<file path="config.mk">
export PLATFORM = sky130hd
export DESIGN_NAME = pixel_format_to_bgra32_flat
export DESIGN_NICKNAME = d
export VERILOG_FILES = /design/src/design/pfb_pkg.sv /design/src/design/pfb_if.sv /design/src/design/pfb_cfg_regs.sv /design/src/design/pfb_front.sv /design/src/design/pfb_job_fifo.sv /design/src/design/pfb_back.sv /design/src/design/pixel_format_to_bgra32.sv /design/src/flat_wrapper.sv
export SDC_FILE = /design/constraint.sdc
export NUM_CORES = 1
export LEC_CHECK = 0
export ABC_AREA = 1
export BUFFER_PORTS_ARGS = -buffer_cell sky130_fd_sc_hd__buf_2
export CAP_MARGIN = 5
export CORE_MARGIN = 2
export CORE_UTILIZATION = 40
export CTS_CLUSTER_DIAMETER = 80
export DETAILED_ROUTE_END_ITERATION = 16
export GPL_TIMING_DRIVEN = 0
export RECOVER_POWER = 25
export SETUP_SLACK_MARGIN = 0.02
export SLEW_MARGIN = 25
export SYNTH_ARGS = -nofsm -noshare
export SYNTH_HDL_FRONTEND = slang
export SYNTH_HIERARCHICAL = 1
export SYNTH_SLANG_ARGS = --single-unit
</file>
<file path="constraint.sdc">
create_clock -name i_clk -period 20.4 [get_ports i_clk]
set_input_delay 6.12 -clock i_clk [delete_from_list [all_inputs] [get_ports i_clk]]
set_output_delay 6.12 -clock i_clk [all_outputs]
set_load 0.005 [all_outputs]
</file>
<file path="src/design/pfb_pkg.sv">
package pfb_pkg;

    localparam int MAX_WIDTH  = 4096;
    localparam int MAX_HEIGHT = 4096;

    localparam int FMT_W    = 2;
    localparam int WIDTH_W  = 13;
    localparam int HEIGHT_W = 13;
    localparam int STRIDE_W = 15;
    localparam int ROW_W    = 12;
    localparam int SUM_W    = 20;

    localparam int JOB_DEPTH = 4;
    localparam int JOB_PTR_W = $clog2(JOB_DEPTH);

    localparam logic [FMT_W-1:0] FMT_RGB32  = 2'd0;
    localparam logic [FMT_W-1:0] FMT_YUY2   = 2'd1;
    localparam logic [FMT_W-1:0] FMT_RGB24  = 2'd2;
    localparam logic [FMT_W-1:0] FMT_UNUSED = 2'd3;

    localparam logic [1:0] REG_FORMAT = 2'd0;
    localparam logic [1:0] REG_WIDTH  = 2'd1;
    localparam logic [1:0] REG_HEIGHT = 2'd2;
    localparam logic [1:0] REG_STRIDE = 2'd3;

    localparam logic [FMT_W-1:0]    RST_FORMAT = FMT_RGB24;
    localparam logic [WIDTH_W-1:0]  RST_WIDTH  = 13'd640;
    localparam logic [HEIGHT_W-1:0] RST_HEIGHT = 13'd480;
    localparam logic [STRIDE_W-1:0] RST_STRIDE = 15'd1920;

    // Effective frame geometry handed to the front end
    typedef struct packed {
        logic [FMT_W-1:0]    mode;
        logic [HEIGHT_W-1:0] height;
        logic [STRIDE_W-1:0] used;
        logic [STRIDE_W-1:0] stride;
        logic                restart;
    } t_cfg;

    // One completed group. For YUY2 the bytes are Y0 U Y1 V, else B G R A.
    typedef struct packed {
        logic       yuy2;
        logic [7:0] p0;
        logic [7:0] p1;
        logic [7:0] p2;
        logic [7:0] p3;
        logic       row_last;
        logic       frame_last;
    } t_job;

    typedef struct packed {
        logic [7:0] blue;
        logic [7:0] green;
        logic [7:0] red;
        logic [7:0] alpha;
        logic       row_end;
        logic       frame_end;
        logic       run_last;
    } t_pix;

    // Round by 128, shift by 8, clamp to 0..255
    function automatic logic [7:0] clamp_shift(input logic signed [SUM_W-1:0] sum);
        logic signed [SUM_W-1:0] t;
        t = sum + SUM_W'(128);
        if (t < 0) begin
            return 8'd0;
        end else if (t[SUM_W-1:8] > (SUM_W-8)'(255)) begin
            return 8'd255;
        end else begin
            return t[15:8];
        end
    endfunction

endpackage

</file>
<file path="src/design/pfb_if.sv">
interface pfb_byte_if;
    logic       valid;
    logic       ready;
    logic [7:0] byte_in;

    modport source (output valid, output byte_in, input ready);
    modport sink (input valid, input byte_in, output ready);
endinterface

interface pfb_pix_if;
    logic       valid;
    logic       ready;
    logic [7:0] blue;
    logic [7:0] green;
    logic [7:0] red;
    logic [7:0] alpha;
    logic       row_end;
    logic       frame_end;
    logic       run_last;

    modport source (output valid, output blue, output green, output red, output alpha,
                    output row_end, output frame_end, output run_last, input ready);
    modport sink (input valid, input blue, input green, input red, input alpha,
                  input row_end, input frame_end, input run_last, output ready);
endinterface

</file>
<file path="src/design/pfb_cfg_regs.sv">
module pfb_cfg_regs
    import pfb_pkg::*;
(
    input  logic        i_clk,
    input  logic        i_rst_n,
    input  logic        psel,
    input  logic        penable,
    input  logic        pwrite,
    input  logic [3:0]  paddr,
    input  logic [31:0] pwdata,
    output logic [31:0] prdata,
    output logic        pready,
    output t_cfg        o_cfg
);

    logic [FMT_W-1:0]    r_format;
    logic [WIDTH_W-1:0]  r_width;
    logic [HEIGHT_W-1:0] r_height;
    logic [STRIDE_W-1:0] r_stride;
    logic                wr_en;
    logic [1:0]          reg_sel;
    logic [WIDTH_W-1:0]  w_clamp;
    logic [WIDTH_W-1:0]  w_eff;
    logic [STRIDE_W-1:0] used;

    assign pready  = 1'b1;
    assign reg_sel = paddr[3:2];
    assign wr_en   = psel && penable && pwrite && pready;

    always_ff @(posedge i_clk) begin
        if (!i_rst_n) begin
            r_format <= RST_FORMAT;
            r_width  <= RST_WIDTH;
            r_height <= RST_HEIGHT;
            r_stride <= RST_STRIDE;
        end else if (wr_en) begin
            case (reg_sel)
                REG_FORMAT: r_format <= pwdata[FMT_W-1:0];
                REG_WIDTH:  r_width  <= pwdata[WIDTH_W-1:0];
                REG_HEIGHT: r_height <= pwdata[HEIGHT_W-1:0];
                REG_STRIDE: r_stride <= pwdata[STRIDE_W-1:0];
                default:    r_format <= r_format;
            endcase
        end
    end

    always_comb begin
        case (reg_sel)
            REG_FORMAT: prdata = 32'(r_format);
            REG_WIDTH:  prdata = 32'(r_width);
            REG_HEIGHT: prdata = 32'(r_height);
            REG_STRIDE: prdata = 32'(r_stride);
            default:    prdata = 32'd0;
        endcase
    end

    always_comb begin
        if (r_width == '0) begin
            w_clamp = WIDTH_W'(1);
        end else if (r_width > WIDTH_W'(MAX_WIDTH)) begin
            w_clamp = WIDTH_W'(MAX_WIDTH);
        end else begin
            w_clamp = r_width;
        end

        w_eff = w_clamp;
        if (r_format == FMT_YUY2) begin
            w_eff = {w_clamp[WIDTH_W-1:1], 1'b0};
            if (w_eff == '0) begin
                w_eff = WIDTH_W'(2);
            end
        end

        case (r_format)
            FMT_RGB32: used = {w_eff, 2'b00};
            FMT_YUY2:  used = {1'b0, w_eff, 1'b0};
            FMT_RGB24: used = {1'b0, w_eff, 1'b0} + STRIDE_W'(w_eff);
            default:   used = '0;
        endcase

        o_cfg.mode    = r_format;
        o_cfg.used    = used;
        o_cfg.stride  = (r_stride < used) ? used : r_stride;
        o_cfg.restart = wr_en;
        if (r_height == '0) begin
            o_cfg.height = HEIGHT_W'(1);
        end else if (r_height > HEIGHT_W'(MAX_HEIGHT)) begin
            o_cfg.height = HEIGHT_W'(MAX_HEIGHT);
        end else begin
            o_cfg.height = r_height;
        end
    end

endmodule

</file>
<file path="src/design/pfb_front.sv">
module pfb_front
    import pfb_pkg::*;
(
    input  logic   i_clk,
    input  logic   i_rst_n,
    input  t_cfg   i_cfg,
    pfb_byte_if.sink i_byte,
    input  logic   i_job_full,
    output logic   o_job_push,
    output t_job   o_job
);

    logic [STRIDE_W-1:0] r_pos;
    logic [ROW_W-1:0]    r_row;
    logic [1:0]          r_phase;
    logic [7:0]          r_held [3];

    logic                take;
    logic                in_used;
    logic                group_done;
    logic [1:0]          last_phase;
    logic [STRIDE_W:0]   pos_inc;
    logic [ROW_W:0]      row_inc;
    logic                row_last;

    assign i_byte.ready = !i_job_full;
    assign take         = i_byte.valid && i_byte.ready && (i_cfg.mode != FMT_UNUSED);

    assign last_phase = (i_cfg.mode == FMT_RGB24) ? 2'd2 : 2'd3;
    assign in_used    = r_pos < i_cfg.used;
    assign group_done = in_used && (r_phase == last_phase);
    assign pos_inc    = {1'b0, r_pos} + 1'b1;
    assign row_inc    = {1'b0, r_row} + 1'b1;
    assign row_last   = pos_inc == {1'b0, i_cfg.used};

    assign o_job_push = take && group_done;

    always_comb begin
        o_job.yuy2       = i_cfg.mode == FMT_YUY2;
        o_job.p0         = r_held[0];
        o_job.p1         = r_held[1];
        o_job.row_last   = row_last;
        o_job.frame_last = row_last && (row_inc >= i_cfg.height);
        if (i_cfg.mode == FMT_RGB24) begin
            o_job.p2 = i_byte.byte_in;
            o_job.p3 = 8'd255;
        end else begin
            o_job.p2 = r_held[2];
            o_job.p3 = i_byte.byte_in;
        end
    end

    always_ff @(posedge i_clk) begin
        if (!i_rst_n || i_cfg.restart) begin
            r_pos   <= '0;
            r_row   <= '0;
            r_phase <= '0;
        end else if (take) begin
            if (in_used) begin
                r_phase <= group_done ? 2'd0 : r_phase + 2'd1;
            end
            if (pos_inc >= {1'b0, i_cfg.stride}) begin
                // wrap to the next row, and to the next frame after the last row
                r_pos   <= '0;
                r_phase <= '0;
                r_row   <= (row_inc >= i_cfg.height) ? '0 : row_inc[ROW_W-1:0];
            end else begin
                r_pos <= pos_inc[STRIDE_W-1:0];
            end
        end
    end

    always_ff @(posedge i_clk) begin
        if (!i_rst_n) begin
            r_held[0] <= '0;
            r_held[1] <= '0;
            r_held[2] <= '0;
        end else if (take && in_used && !group_done) begin
            r_held[r_phase] <= i_byte.byte_in;
        end
    end

endmodule

</file>
<file path="src/design/pfb_job_fifo.sv">
module pfb_job_fifo
    import pfb_pkg::*;
(
    input  logic i_clk,
    input  logic i_rst_n,
    input  logic i_push,
    input  t_job i_job,
    input  logic i_pop,
    output logic o_full,
    output logic o_empty,
    output t_job o_head
);

    t_job                 r_mem [JOB_DEPTH];
    logic [JOB_PTR_W-1:0] r_wptr;
    logic [JOB_PTR_W-1:0] r_rptr;
    logic [JOB_PTR_W:0]   r_count;

    assign o_full  = r_count == (JOB_PTR_W+1)'(JOB_DEPTH);
    assign o_empty = r_count == '0;
    assign o_head  = r_mem[r_rptr];

    always_ff @(posedge i_clk) begin
        if (!i_rst_n) begin
            r_wptr  <= '0;
            r_rptr  <= '0;
            r_count <= '0;
        end else begin
            if (i_push) begin
                r_wptr <= r_wptr + 1'b1;
            end
            if (i_pop) begin
                r_rptr <= r_rptr + 1'b1;
            end
            case ({i_push, i_pop})
                2'b10:   r_count <= r_count + 1'b1;
                2'b01:   r_count <= r_count - 1'b1;
                default: r_count <= r_count;
            endcase
        end
    end

    always_ff @(posedge i_clk) begin
        if (i_push) begin
            r_mem[r_wptr] <= i_job;
        end
    end

endmodule

</file>
<file path="src/design/pfb_back.sv">
module pfb_back
    import pfb_pkg::*;
(
    input  logic i_clk,
    input  logic i_rst_n,
    input  logic i_job_empty,
    input  t_job i_job,
    output logic o_job_pop,
    pfb_pix_if.source o_pix
);

    logic r_half;
    logic r_valid;
    t_pix r_pix;
    t_pix n_pix;
    logic load;

    logic signed [8:0]       c;
    logic signed [8:0]       d;
    logic signed [8:0]       e;
    logic signed [SUM_W-1:0] yc;
    logic signed [SUM_W-1:0] ub;
    logic signed [SUM_W-1:0] ug;
    logic signed [SUM_W-1:0] vg;
    logic signed [SUM_W-1:0] vr;

    assign load      = !i_job_empty && (!r_valid || o_pix.ready);
    assign o_job_pop = load && (!i_job.yuy2 || r_half);

    always_comb begin
        c  = $signed({1'b0, (r_half ? i_job.p2 : i_job.p0)}) - 9'sd16;
        d  = $signed({1'b0, i_job.p1}) - 9'sd128;
        e  = $signed({1'b0, i_job.p3}) - 9'sd128;
        yc = SUM_W'(c) * SUM_W'(298);
        ub = SUM_W'(d) * SUM_W'(516);
        ug = SUM_W'(d) * SUM_W'(100);
        vg = SUM_W'(e) * SUM_W'(208);
        vr = SUM_W'(e) * SUM_W'(409);

        if (i_job.yuy2) begin
            n_pix.blue  = clamp_shift(yc + ub);
            n_pix.green = clamp_shift(yc - ug - vg);
            n_pix.red   = clamp_shift(yc + vr);
            n_pix.alpha = 8'd255;
        end else begin
            n_pix.blue  = i_job.p0;
            n_pix.green = i_job.p1;
            n_pix.red   = i_job.p2;
            n_pix.alpha = i_job.p3;
        end
        // the first YUY2 pixel never closes a row or the group's run
        n_pix.run_last  = !i_job.yuy2 || r_half;
        n_pix.row_end   = n_pix.run_last && i_job.row_last;
        n_pix.frame_end = n_pix.run_last && i_job.frame_last;
    end

    always_ff @(posedge i_clk) begin
        if (!i_rst_n) begin
            r_valid <= 1'b0;
            r_half  <= 1'b0;
        end else begin
            if (load) begin
                r_valid <= 1'b1;
                r_half  <= i_job.yuy2 && !r_half;
            end else if (o_pix.ready) begin
                r_valid <= 1'b0;
            end
        end
    end

    always_ff @(posedge i_clk) begin
        if (load) begin
            r_pix <= n_pix;
        end
    end

    assign o_pix.valid     = r_valid;
    assign o_pix.blue      = r_pix.blue;
    assign o_pix.green     = r_pix.green;
    assign o_pix.red       = r_pix.red;
    assign o_pix.alpha     = r_pix.alpha;
    assign o_pix.row_end   = r_pix.row_end;
    assign o_pix.frame_end = r_pix.frame_end;
    assign o_pix.run_last  = r_pix.run_last;

endmodule

</file>
<file path="src/design/pixel_format_to_bgra32.sv">
// Throughput: one byte per cycle while the group queue is not full; pixels leave
//   at up to one per cycle. The byte that completes a group enters the queue, and
//   its pixel is then registered. A YUY2 group heads the queue for both pixels.
// A four-entry group queue separates the byte counters from the pixel datapath.
// Reset is synchronous, active low: counters and queue clear, registers reload
//   their defaults. Any register write restarts the frame.
module pixel_format_to_bgra32
    import pfb_pkg::*;
(
    input  logic        i_clk,
    input  logic        i_rst_n,
    pfb_byte_if.sink    i_byte,
    pfb_pix_if.source   o_pix,
    input  logic        psel,
    input  logic        penable,
    input  logic        pwrite,
    input  logic [3:0]  paddr,
    input  logic [31:0] pwdata,
    output logic [31:0] prdata,
    output logic        pready
);

    t_cfg cfg;
    t_job push_job;
    t_job head_job;
    logic job_push;
    logic job_pop;
    logic job_full;
    logic job_empty;

    pfb_cfg_regs u_cfg (
        .i_clk   (i_clk),
        .i_rst_n (i_rst_n),
        .psel    (psel),
        .penable (penable),
        .pwrite  (pwrite),
        .paddr   (paddr),
        .pwdata  (pwdata),
        .prdata  (prdata),
        .pready  (pready),
        .o_cfg   (cfg)
    );

    pfb_front u_front (
        .i_clk      (i_clk),
        .i_rst_n    (i_rst_n),
        .i_cfg      (cfg),
        .i_byte     (i_byte),
        .i_job_full (job_full),
        .o_job_push (job_push),
        .o_job      (push_job)
    );

    pfb_job_fifo u_fifo (
        .i_clk   (i_clk),
        .i_rst_n (i_rst_n),
        .i_push  (job_push),
        .i_job   (push_job),
        .i_pop   (job_pop),
        .o_full  (job_full),
        .o_empty (job_empty),
        .o_head  (head_job)
    );

    pfb_back u_back (
        .i_clk       (i_clk),
        .i_rst_n     (i_rst_n),
        .i_job_empty (job_empty),
        .i_job       (head_job),
        .o_job_pop   (job_pop),
        .o_pix       (o_pix)
    );

endmodule
</file>
<file path="src/flat_wrapper.sv">
// flat-port wrapper written by rule: the top's interface ports become plain ports
module pixel_format_to_bgra32_flat import pfb_pkg::*;
  (i_clk, i_rst_n, psel, penable, pwrite, paddr, pwdata, prdata, pready, i_byte_valid, i_byte_byte_in, i_byte_ready, o_pix_valid, o_pix_blue, o_pix_green, o_pix_red, o_pix_alpha, o_pix_row_end, o_pix_frame_end, o_pix_run_last, o_pix_ready);
  pfb_byte_if i_byte_i ();
  pfb_pix_if o_pix_i ();
  input  logic i_clk;
  input  logic i_rst_n;
  input  logic psel;
  input  logic penable;
  input  logic pwrite;
  input  logic [3:0] paddr;
  input  logic [31:0] pwdata;
  output logic [31:0] prdata;
  output logic pready;
  input wire logic [$bits(i_byte_i.valid)-1:0] i_byte_valid;
  input wire logic [$bits(i_byte_i.byte_in)-1:0] i_byte_byte_in;
  output wire logic [$bits(i_byte_i.ready)-1:0] i_byte_ready;
  output wire logic [$bits(o_pix_i.valid)-1:0] o_pix_valid;
  output wire logic [$bits(o_pix_i.blue)-1:0] o_pix_blue;
  output wire logic [$bits(o_pix_i.green)-1:0] o_pix_green;
  output wire logic [$bits(o_pix_i.red)-1:0] o_pix_red;
  output wire logic [$bits(o_pix_i.alpha)-1:0] o_pix_alpha;
  output wire logic [$bits(o_pix_i.row_end)-1:0] o_pix_row_end;
  output wire logic [$bits(o_pix_i.frame_end)-1:0] o_pix_frame_end;
  output wire logic [$bits(o_pix_i.run_last)-1:0] o_pix_run_last;
  input wire logic [$bits(o_pix_i.ready)-1:0] o_pix_ready;
  assign i_byte_i.valid = i_byte_valid;
  assign i_byte_i.byte_in = i_byte_byte_in;
  assign i_byte_ready = i_byte_i.ready;
  assign o_pix_valid = o_pix_i.valid;
  assign o_pix_blue = o_pix_i.blue;
  assign o_pix_green = o_pix_i.green;
  assign o_pix_red = o_pix_i.red;
  assign o_pix_alpha = o_pix_i.alpha;
  assign o_pix_row_end = o_pix_i.row_end;
  assign o_pix_frame_end = o_pix_i.frame_end;
  assign o_pix_run_last = o_pix_i.run_last;
  assign o_pix_i.ready = o_pix_ready;
  pixel_format_to_bgra32 u_core (.i_clk(i_clk), .i_rst_n(i_rst_n), .i_byte(i_byte_i), .o_pix(o_pix_i), .psel(psel), .penable(penable), .pwrite(pwrite), .paddr(paddr), .pwdata(pwdata), .prdata(prdata), .pready(pready));
endmodule
</file>
==> results.toml <==
[placement]
dp_cells = 3715
globalplace.congestion = 0.922
dpl_cell_area_um2 = 24800
dp_hpwl_um = 50300
portBuffers = 83

[cts]
numCtsBuffers = 34
clk_pin_slew_worst_paths_ps = 60
cts_sinks = 282
cts_tree = "yes"
ctsResizeCount = 0
ctsHoldBuffers = 0
cts_max_level = 2
root_buffer = "clkbuf_16"
cts_setup_buffers = 0
cts.path.max_buffers = 3
clk_latency_ps = 560

[routing]
route.met3.wl_um = 3390
post_drt_wl_per_cell_um = 16.7
drtIter0Drc = 1491
drt-met1-wl_um = 28100
routed.top_layer = "met4"
routed_wl_um = 63000
ant_nets = 0
vias = 19322
wl_met2_um = 29500
vias_per_cell = 5.12
drt_pass1_iterations = 5
drc_errors = 0

[final_layout]
nets = 3412
areaGrowthSynthToFinish_pct = 11.8
drive_gt1_share_pct = 10.3
final_common_cell = "nand2_1"
final_cell_mix = "561 x nand2_1, 439 x inv_1, 308 x ha_1"
antennaDiodeCount = 0
stdcell_count = 3774
fin_area_um2 = 25900

[synthesis]
synth_fa_ha_area_share_pct = 22.4
synthSimpleGateAreaFrac_pct = 22.3
synth_compound_area_share_pct = 10.2
synth_top_area_share_pct = 25.8
synth.largest_area_cell = "edfxtp_1"
synth_edf_count = 199
yosysWarnings = 6
synth_top_family_by_area = "adder cells"
ys_ff_latch = 282
ys_seq_area_share_pct = 33.0
ys_top_cells_by_area = "edfxtp_1 26%, ha_1 17%, nand2_1 9.1%"
synth_mux_area_share_pct = 0.0432
synthCells = 2843
ys_async_sr_fraction_pct = 0
synth_cell_type_count = 65
syn_area_um2 = 23200
synth-xor-area-share_pct = 2.49
postSynthAreaPerCell_um2 = 8.15
yosys_most_used_dff = "edfxtp_1"

[setup_path]
crit_type = "in -> out"
endpoint_kind = "output port"
rrSetupSlack_ps = 10680
worst-path-max-fanout = 10
start_kind = "primary input"
worstPathArrival_ps = 7370
required_ps = 14280

[die]
die_h_um = 245
die_area_um2 = 59800
pin_count = 121
initial_core_util_pct = 40.3
rows = 88
die_w_um = 245
core_area_um2 = 57500

[sta]
finClkSkew_ps = 27.6
setup_tns_ps = 0
final_hold_viol_count = 0
clock.fmax_mhz = 74.1
rsz0062_at_grt = "false"
setup_viol = 0
fin_hold_ws_ps = 453
slew_viol_final = 0
slew_headroom_pct = 15.4
period_share_pct = 66.2
worstMarginPinSlew_ps = 1270
period_needed_ps = 13490

[global_routing]
grt_antenna_before_repair = 0
first_global_vias = 18583
grt_remaining_overflow = 0
grtUsageTotal_pct = 20.9
grt_max_degree = 27
grt_pass1_wl_um = 98400

[outcome]
outcome = "complete, no violations"

[hold_path]
hp-class = "reg -> reg"

[flow_run]
cap_violations = 0
==> worst max-delay path, cell delays in order <==
cell      delay [ps]
buf_2            140
nand2_1          150
inv_1            130
clkbuf_1         380
nand2_1          160
o221ai_1         140
buf_2            160
==> area by class of cell <==
cell class,count,area [µm²]
buffer,78,495
clock buffer,44,930
clock inverter,15,168
fill,5706,31600
inverter,451,1700
multi-input combinational,2048,13400
sequential,282,7640
tap,765,957
timing repair buffer,91,583
==> state kept, by name, summed over array words and instances (netlist names), 12 cells and up, named ones only <==
name and cells:
u_core/u_cfg/r_height 13, u_core/u_cfg/r_stride 15, u_core/u_cfg/r_width 13, u_core/u_fifo/r_mem 140, u_core/u_front/r_held 24, u_core/u_front/r_pos 15
u_core/u_front/r_row 12
==> through the flow <==
stage,setup slack (ps),util [%]
floorplan,7550,-
global placement,7020,42.8
detailed placement,6960,43.2
CTS,6960,45.1
global route,6810,45.0
finish,6910,45.0
==> layer usage <==
layer / vias to the layer above / global-route usage, %
li1: 9639 / -
met1: 9108 / 27.3
met4: 0 / 7.30
met3: 93 / 3.01
met2: 482 / 35.3
met5: - / 0
==> cells in the mapped netlist (3+ instances only) <==
cell and instances:
nand4_2 3, ha_1 308, buf_4 28, nor4_1 4, xor2_1 46, o21ai_1 22, buf_6 5, nor2_4 8
dfxtp_1 83, o221ai_1 7, nand4_1 34, nand3_1 140, a21oi_1 137, nand2_4 10, nor2_2 20, inv_1 443
nand2_1 561, o21bai_1 13, o211ai_1 22, inv_2 4, o21ai_0 151, nor3_1 30, nand3b_1 10, nor2_1 294
a21o_1 8, buf_2 18, clkbuf_1 22, fa_1 67, or2_2 11, o21a_1 5, o22ai_1 35, a31oi_1 3
xnor2_1 18, edfxtp_1 199, nand2_2 31, nand3_2 4
==> logic make-up (layout without fill, tap and decap cells) <==
logic type / after synthesis / after routing
compound gates: 420 / 420
xor+xnor: 65 / 65
fa+ha+maj: 375 / 375
buf+inv: 529 / 679
flops: 282 / 282
mux: 1 / 1
other cells: 2 / 18
simple gates: 1169 / 1169
==> path summary, 6_finish.rpt <==
path | from | end | cells after the start
max | paddr[3] | prdata[8] | 7
min | u_core/u_fifo/r_rptr[1]$_SDFFE_PN0P_ | flop | 1
max reg2reg | flop | u_core/u_back/o_pix.red[2]$_DFFE_PP_ | 34
min reg2reg | u_core/u_fifo/r_rptr[1]$_SDFFE_PN0P_ | flop | 1
Power is not shown: default switching activity piles up to over one toggle a cycle in this logic, so the estimate is an artifact.
